===== config.mk =====
export PLATFORM = sky130hd
export DESIGN_NAME = bfloat16_elementwise_alu
export DESIGN_NICKNAME = d
export VERILOG_FILES = /design/src/hdl/bfea_pkg.sv /design/src/hdl/bfloat16_elementwise_alu.sv
export VERILOG_INCLUDE_DIRS = /design/src /design/src/hdl
export SDC_FILE = /design/constraint.sdc
export NUM_CORES = 1
export LEC_CHECK = 0
export CAP_MARGIN = 40
export CORE_ASPECT_RATIO = 0.6
export CORE_UTILIZATION = 45
export DETAILED_ROUTE_END_ITERATION = 6
export DONT_BUFFER_PORTS = 1
export GPL_ROUTABILITY_DRIVEN = 1
export PLACE_DENSITY = 0.68
export SYNTH_ARGS = -nofsm -noshare
export SYNTH_HDL_FRONTEND = slang
export SYNTH_SLANG_ARGS = --single-unit

===== constraint.sdc =====
create_clock -name clock -period 6.47 [get_ports clock]
set_input_delay 1.941 -clock clock [delete_from_list [all_inputs] [get_ports clock]]
set_output_delay 1.941 -clock clock [all_outputs]
set_load 0.01 [all_outputs]

===== src/hdl/bfloat16_elementwise_alu_macros.svh =====
// assertion macros for the bfloat16 element-wise unit
`ifndef BFLOAT16_ELEMENTWISE_ALU_MACROS_SVH
`define BFLOAT16_ELEMENTWISE_ALU_MACROS_SVH

// property must hold whenever reset is low
`define BF_ASSERT(label, prop, msg) \
   label: assert property (@(posedge clock) disable iff (reset) (prop)) else $error(msg);

// antecedent implies consequent in the same cycle
`define BF_ASSERT_IMP(label, ante, cons, msg) \
   label: assert property (@(posedge clock) disable iff (reset) (ante) |-> (cons)) \
      else $error(msg);

`endif


===== src/hdl/bfea_pkg.sv =====
package bfea_pkg;

   localparam logic [1:0] OP_ADD = 2'd0;
   localparam logic [1:0] OP_MUL = 2'd1;
   localparam logic [1:0] OP_MIN = 2'd2;
   localparam logic [1:0] OP_MAX = 2'd3;

   localparam logic [15:0] QUIET_BIT   = 16'h0040;
   localparam logic [15:0] DEFAULT_NAN = 16'hFFC0;

   localparam int unsigned PIPE_DEPTH = 4;

   // stage record used by stage 2
   typedef struct packed {
      logic        vld;
      logic        last;
      logic        spec;     // result already fixed
      logic [15:0] fixed;
      logic        is_mul;
      logic        sign;
      logic signed [10:0] exp;   // unbiased-style working exponent
      logic [49:0] mag;      // significand with guard bits
   } stage_type;

   function automatic logic is_nan(input logic [15:0] x);
      return (x[14:7] == 8'hFF) && (x[6:0] != 7'd0);
   endfunction

   // a < b as floats, false when either is nan
   function automatic logic f_less(input logic [15:0] a, input logic [15:0] b);
      logic az;
      logic bz;
      begin
         az = (a[14:0] == 15'd0);
         bz = (b[14:0] == 15'd0);
         if (is_nan(a) || is_nan(b)) return 1'b0;
         if (az && bz) return 1'b0;
         if (a[15] != b[15]) return a[15];
         if (a[15]) return a[14:0] > b[14:0];
         return a[14:0] < b[14:0];
      end
   endfunction

endpackage


===== src/hdl/bfloat16_elementwise_alu.sv =====
// bfloat16 element-wise unit: add, multiply, minimum, maximum
// input: req_type, req_a_bits, req_b_bits, req_last_in taken when start is high
//    and busy is low; busy is never raised, so a word can enter every cycle
// output: rsp_result_bits and rsp_last_out are shown for one cycle under rsp_valid
// path: an accepted word is registered in s1_ff, s2_ff, s3_ff and s4_ff in turn,
//    and its result is shown from s4_ff
// throughput: one word per cycle through the four register stages
//    (unpack, align/multiply, normalise, round/pack)
// operands are widened to binary32, computed with round-to-nearest-even and
//    subnormals, then the top sixteen bits are returned with no rounding
// minimum/maximum pass the chosen pattern through; nan or equal gives b
// reset clears the stage valid bits only; no word in flight survives it
// the receiver cannot stall, so every result is shown exactly once
module bfloat16_elementwise_alu (
   input  logic        clock,
   input  logic        reset,
   input  logic        start,
   output logic        busy,
   input  logic [1:0]  req_type,
   input  logic [15:0] req_a_bits,
   input  logic [15:0] req_b_bits,
   input  logic        req_last_in,
   output logic        rsp_valid,
   output logic [15:0] rsp_result_bits,
   output logic        rsp_last_out
);
   import bfea_pkg::*;

   `include "bfloat16_elementwise_alu_macros.svh"

   logic accept;
   assign busy   = 1'b0;
   assign accept = start & ~busy;

   // ---------------- stage 1: unpack and classify
   typedef struct packed {
      logic        vld;
      logic        last;
      logic        spec;
      logic [15:0] fixed;
      logic        is_mul;
      logic        sa;
      logic        sb;
      logic [9:0]  ea;      // effective biased exponents (subnormal -> 1)
      logic [9:0]  eb;
      logic [7:0]  ma;      // significand with hidden bit
      logic [7:0]  mb;
   } s1_type;

   s1_type s1_in, s1_ff;

   always_comb begin
      logic an, bn, ai, bi, az, bz;
      an = is_nan(req_a_bits);
      bn = is_nan(req_b_bits);
      ai = (req_a_bits[14:0] == 15'h7F80);
      bi = (req_b_bits[14:0] == 15'h7F80);
      az = (req_a_bits[14:0] == 15'd0);
      bz = (req_b_bits[14:0] == 15'd0);
      s1_in        = '0;
      s1_in.vld    = accept;
      s1_in.last   = req_last_in;
      s1_in.is_mul = (req_type == OP_MUL);
      s1_in.sa     = req_a_bits[15];
      s1_in.sb     = req_b_bits[15];
      s1_in.ea     = {2'b00, (req_a_bits[14:7] == 8'd0) ? 8'd1 : req_a_bits[14:7]};
      s1_in.eb     = {2'b00, (req_b_bits[14:7] == 8'd0) ? 8'd1 : req_b_bits[14:7]};
      s1_in.ma     = {(req_a_bits[14:7] != 8'd0), req_a_bits[6:0]};
      s1_in.mb     = {(req_b_bits[14:7] != 8'd0), req_b_bits[6:0]};
      case (req_type)
         OP_MIN: begin
            s1_in.spec  = 1'b1;
            s1_in.fixed = f_less(req_a_bits, req_b_bits) ? req_a_bits : req_b_bits;
         end
         OP_MAX: begin
            s1_in.spec  = 1'b1;
            s1_in.fixed = f_less(req_b_bits, req_a_bits) ? req_a_bits : req_b_bits;
         end
         OP_ADD: begin
            s1_in.spec = 1'b1;
            if (an)                   s1_in.fixed = req_a_bits | QUIET_BIT;
            else if (bn)              s1_in.fixed = req_b_bits | QUIET_BIT;
            else if (ai && bi && (req_a_bits[15] != req_b_bits[15]))
                                      s1_in.fixed = DEFAULT_NAN;
            else if (ai)              s1_in.fixed = req_a_bits;
            else if (bi)              s1_in.fixed = req_b_bits;
            else                      s1_in.spec  = 1'b0;
         end
         default: begin
            s1_in.spec = 1'b1;
            if (an)                   s1_in.fixed = req_a_bits | QUIET_BIT;
            else if (bn)              s1_in.fixed = req_b_bits | QUIET_BIT;
            else if ((ai && bz) || (bi && az))
                                      s1_in.fixed = DEFAULT_NAN;
            else if (ai || bi)
               s1_in.fixed = {req_a_bits[15] ^ req_b_bits[15], 15'h7F80};
            else if (az || bz)
               s1_in.fixed = {req_a_bits[15] ^ req_b_bits[15], 15'h0000};
            else                      s1_in.spec  = 1'b0;
         end
      endcase
   end

   // ---------------- stage 2: multiply or align and add
   // value = mag * 2^exp; mag is exact unless an add shift exceeds 40 (sticky 1)
   stage_type s2_in, s2_ff;

   always_comb begin
      logic [9:0]  d;
      logic [7:0]  ml;
      logic [7:0]  ms;
      logic [9:0]  el;
      logic        sl;
      logic        ss;
      logic [49:0] big;
      logic [49:0] sml;
      logic [15:0] prod;
      s2_in        = '0;
      s2_in.vld    = s1_ff.vld;
      s2_in.last   = s1_ff.last;
      s2_in.spec   = s1_ff.spec;
      s2_in.fixed  = s1_ff.fixed;
      s2_in.is_mul = s1_ff.is_mul;
      big  = '0;
      sml  = '0;
      prod = s1_ff.ma * s1_ff.mb;
      if ({s1_ff.ea, s1_ff.ma} >= {s1_ff.eb, s1_ff.mb}) begin
         el = s1_ff.ea; ml = s1_ff.ma; sl = s1_ff.sa;
         ms = s1_ff.mb; ss = s1_ff.sb; d = s1_ff.ea - s1_ff.eb;
      end else begin
         el = s1_ff.eb; ml = s1_ff.mb; sl = s1_ff.sb;
         ms = s1_ff.ma; ss = s1_ff.sa; d = s1_ff.eb - s1_ff.ea;
      end
      if (s1_ff.is_mul) begin
         // product of two 2^-7 scaled significands: 2^(ea+eb-254-14)
         s2_in.sign = s1_ff.sa ^ s1_ff.sb;
         s2_in.mag  = {34'd0, prod};
         s2_in.exp  = 11'(s1_ff.ea) + 11'(s1_ff.eb) - 11'sd254 - 11'sd14;
      end else begin
         // sum held with 40 fraction bits below the larger operand, exact unless d > 40
         big = {2'b00, ml, 40'd0};
         sml = (d > 10'd40) ? 50'd1 : ({2'b00, ms, 40'd0} >> d);
         s2_in.sign = sl;
         s2_in.mag  = (sl == ss) ? big + sml : big - sml;
         s2_in.exp  = 11'(el) - 11'sd127 - 11'sd47;
         // zero sum: negative only when both operands are negative zeros
         if (s2_in.mag == 50'd0) s2_in.sign = sl & ss;
      end
   end

   // ---------------- stage 3: normalise to 24-bit significand with sticky
   typedef struct packed {
      logic        vld;
      logic        last;
      logic        spec;
      logic [15:0] fixed;
      logic        sign;
      logic        zero;
      logic signed [10:0] exp;   // exponent of leading bit
      logic [26:0] sig;          // 24 bits + guard + round + sticky
   } s3_type;

   s3_type s3_in, s3_ff;

   always_comb begin
      logic [5:0]  lz;
      logic [49:0] sh;
      logic [5:0]  i;
      s3_in       = '0;
      s3_in.vld   = s2_ff.vld;
      s3_in.last  = s2_ff.last;
      s3_in.spec  = s2_ff.spec;
      s3_in.fixed = s2_ff.fixed;
      s3_in.sign  = s2_ff.sign;
      s3_in.zero  = (s2_ff.mag == 50'd0);
      lz = 6'd0;
      for (i = 6'd0; i < 6'd50; i = i + 6'd1) begin
         if (s2_ff.mag[i[5:0]]) lz = 6'd49 - i;
      end
      sh = s2_ff.mag << lz;
      s3_in.sig = {sh[49:24], |sh[23:0]};
      s3_in.exp = s2_ff.exp + 11'sd49 - 11'(lz);
   end

   // ---------------- stage 4: round to nearest even and pack, keep top half
   typedef struct packed {
      logic        vld;
      logic        last;
      logic [15:0] res;
   } s4_type;

   s4_type s4_in, s4_ff;

   always_comb begin
      logic signed [10:0] be;
      logic [10:0] dn;
      logic [26:0] sg;
      logic        st;
      logic [24:0] rnd;
      logic [7:0]  eo;
      logic [31:0] w;
      s4_in      = '0;
      s4_in.vld  = s3_ff.vld;
      s4_in.last = s3_ff.last;
      be = s3_ff.exp + 11'sd127;
      sg = s3_ff.sig;
      dn = '0;
      st = 1'b0;
      eo = '0;
      // denormalise below minimum exponent
      if (be < 11'sd1) begin
         dn = 11'sd1 - be;
         if (dn > 11'd26) begin
            st = |sg;
            sg = {26'd0, st};
         end else begin
            st = |(sg & ((27'd1 << dn) - 27'd1));
            sg = (sg >> dn) | {26'd0, st};
         end
         be = 11'sd0;
      end
      rnd = {1'b0, sg[26:3]} +
            {24'd0, sg[2] & (sg[1] | sg[0] | sg[3])};
      if (rnd[24]) begin
         rnd = rnd >> 1;
         be  = be + 11'sd1;
      end else if (be == 11'sd0 && rnd[23]) begin
         be  = 11'sd1;
      end
      if (be >= 11'sd255) begin
         w = {s3_ff.sign, 8'hFF, 23'd0};
      end else begin
         eo = be[7:0];
         w  = {s3_ff.sign, eo, rnd[22:0]};
      end
      if (s3_ff.zero) w = {s3_ff.sign, 31'd0};
      s4_in.res = s3_ff.spec ? s3_ff.fixed : w[31:16];
   end

   // ---------------- stage registers
   always_ff @(posedge clock) begin
      if (reset) begin
         s1_ff.vld <= 1'b0;
         s2_ff.vld <= 1'b0;
         s3_ff.vld <= 1'b0;
         s4_ff.vld <= 1'b0;
      end else begin
         s1_ff <= s1_in;
         s2_ff <= s2_in;
         s3_ff <= s3_in;
         s4_ff <= s4_in;
      end
   end

   assign rsp_valid       = s4_ff.vld;
   assign rsp_result_bits = s4_ff.res;
   assign rsp_last_out    = s4_ff.last;

   // ---------------- checks
   `BF_ASSERT(a_busy_low, !busy, "busy raised")
   `BF_ASSERT_IMP(a_latency, $past(accept, PIPE_DEPTH), rsp_valid, "word lost in pipeline")
   `BF_ASSERT_IMP(a_no_ghost, rsp_valid, $past(s1_ff.vld, 3), "result without word")

endmodule

==> impl_metrics.json <==
{
  "wl_per_cell_um": 23.57,
  "dieArea_um2": 51820,
  "status": "completed",
  "syn_inst": 2786,
  "dr_total_vias": 22569,
  "worstPathArrival_ps": 6500,
  "dr.pass1.iters": 6,
  "max-cap-violations": 0,
  "grt_overflow": 0,
  "ant_nets": 0,
  "ys.warnings.count": 0,
  "root_buffer": "clkbuf_16",
  "crit_fanout": 18,
  "holdWs_ps": 419.2,
  "async_flop_share_pct": 0,
  "core_region_area_um2": 49820,
  "peakVddDrop_mv": 0.2136,
  "drt_iter0_markers": 3100,
  "pin_count": 57,
  "synth_top_area_share_pct": 27.02,
  "setup_violations": 0,
  "h-tree-depth": 1,
  "worstSkewPairLatency_ps": 530,
  "crit_type": "register to register",
  "p_switching_mw": 4.783,
  "seq_area_um2": 6266,
  "pwr_density_cell_nw_per_um2": 374.3,
  "dieHeight_um": 176.7,
  "fin_crit_ps": 6239,
  "internal-power_mw": 4.776,
  "cpMostUsedCell": "nor2_1",
  "nets": 3060,
  "pwr-share-seq_pct": 22.5,
  "timing.final.hold_violations": 0,
  "diodes": 0,
  "grtUsageTotal_pct": 31.37,
  "leakage_nw": 10.33,
  "multi_input_area_um2": 15380,
  "seq_area_frac_synth_pct": 27.37,
  "synth_edf_count": 206,
  "grt_pass1_vias": 20547,
  "wl_mm": 83.42,
  "finalInstanceArea_um2": 25540,
  "dpl.hpwl_mm": 65.85,
  "worstPathRequired_ps": 6730,
  "highest_layer": "met4",
  "grt_max_degree": 119,
  "grt_first_pass_wirelength_mm": 125.8,
  "synthFlopType": "edfxtp_1",
  "period_share_pct": 96.42,
  "rows": 63,
  "antenna_found_initial": 0,
  "cts_tree": "yes",
  "wl_met3_mm": 11.07,
  "post-synth-top-count-cell": "nand2_1",
  "netlist_area_um2": 22900,
  "fmax_mhz": 160.3,
  "rsz0062_at_grt": "yes",
  "initial_core_util_pct": 45.96,
  "startpoint_type": "register",
  "ys_types": 112,
  "yosysTopAreaCell": "edfxtp_1",
  "drive_above_1_share_pct": 13.62,
  "die_w_um": 293.2,
  "met2_length_mm": 31.74,
  "met1Wirelength_mm": 39.25,
  "pwr-share-clk_pct": 12.6,
  "synth_area_leaders": "edfxtp_1 27%, ha_1 7.5%, nand2_1 5.2%",
  "clk_path_buf_depth": 3,
  "fillerInstances": 4736,
  "syn_to_final_growth_pct": 11.55,
  "hold_class": "register to register",
  "slew_viol_final": 0,
  "yosys-top-cells-count": "320 x nand2_1, 251 x nor2_1, 206 x edfxtp_1",
  "dpl_cell_area_um2": 24640,
  "synth_nets": 3004,
  "portBuffers": 0,
  "slowest_stage": "or4_1",
  "cts_hold_buf": 0,
  "final_util_pct": 51.27,
  "vias_per_cell": 6.377,
  "power_frac_comb_pct": 64.9,
  "skew_ps": 19.36,
  "place.gp.congestion": 1.017,
  "worstSetupEndpointType": "register",
  "numCtsBuffers": 21,
  "relSlewSlack_pct": 35.93,
  "syn_area_per_cell_um2": 8.219,
  "synth-seq-cells": 210,
  "swShare_pct": 50.03,
  "drc": 0,
  "clkSinkCount": 210,
  "worst_pin_slew_ps": 949.1,
  "cts.clk_slew.worst_paths_ps": 70,
  "cpPeakStageDelay_ps": 490
}
==> registers in the layout, indices dropped and copies added, names as in the netlist <==
signal,cells
rsp_result_bits,16
s3_ff,57
rsp_last_out,1
s1_ff,54
rsp_valid,1
s2_ff,81
==> per-layer routing <==
metal / vias up / track usage [%]
met2: 1253 / 41.42
met3: 118 / 11.50
li1: 10356 / -
met4: 0 / 4.753
met1: 10842 / 48.21
met5: - / 0
==> kinds of logic after synthesis <==
| group | after synthesis | share of synthesized area, % |
|---|---|---|
| AO/OA/AOI/OAI | 822 | 24.42 |
| XOR/XNOR | 98 | 3.831 |
| adder cells (fa/ha/maj) | 181 | 11.26 |
| buffers and inverters | 375 | 6.459 |
| flip-flops | 210 | 27.37 |
| multiplexers | 128 | 6.399 |
| other | 1 | 0.01638 |
| AND/OR/NAND/NOR | 971 | 20.25 |
==> stage by stage <==
step	TNS (ps)	power (mW)	setup WS, ps	cells
floorplan	0	5.979	2.493	2786
global placement	-162.5	7.977	-162.5	3496
detailed placement	-39.71	8.012	-39.71	3498
CTS	0	9.260	78.64	3536
global route	-81.86	10.11	-81.86	3539
finish	0	9.559	231.4	3539
==> power groups by stage <==
stage / Combinational [mW] / Clock (mW) / Sequential, mW
after floorplan: 3.99 / 0 / 1.99
after global placement: 5.83 / 0 / 2.15
after detailed placement: 5.85 / 0 / 2.16
after CTS: 5.90 / 1.23 / 2.13
after global routing: 6.65 / 1.28 / 2.17
final: 6.20 / 1.21 / 2.15
==> worst max-delay path, delay by kind of cell, from the launching register on <==
| kind | cells | cell delay [ps] |
|---|---|---|
| and+or+nand+nor | 15 | 2970 |
| AOI/OAI and AO/OA | 7 | 1250 |
| adders and majority gates | 3 | 730 |
| buffers and inverters | 4 | 470 |
| DFF | 1 | 380 |
| xor gates and xnor gates | 1 | 180 |
==> timing repair <==
action                                  in CTS  in global routing
resized for setup                            5                 41
setup buffers                                0                  3
endpoints found under the setup margin       1                 16
pin swaps                                    0                 11
==> cell usage in the layout, fill, tap and decap left out, types with 42 or more instances in the layout <==
cell type  count
inv_1        186
buf_4        212
nor2_1       250
mux2i_1       84
fa_1          42
a21oi_1      189
o21ai_0      149
nand2_1      318
nor3_1        64
xnor2_1       66
nand3_1       70
ha_1         134
o211ai_1      42
edfxtp_1     206
==> area by class of cell <==
cell class / instances / share of cell area [%]
clock buffer: 24 / 2.102
clock inverter: 14 / 0.4850
inverter: 191 / 2.836
multi-input combinational: 2201 / 60.21
sequential: 210 / 24.53
tap: 682 / 3.341
timing repair buffer: 217 / 6.496
==> worst paths after layout <==
kind | from | to | slack (ps) | cells past startpoint
worst min-delay path | s1_ff[50] | s2_ff[74] | 420 | 0
worst max-delay path | s1_ff[16] | s2_ff[61] | 230 | 30
worst min register to register | s1_ff[50] | s2_ff[74] | 420 | 0
worst max register to register | s1_ff[16] | s2_ff[61] | 230 | 30
(Power assumes the default switching activity.)
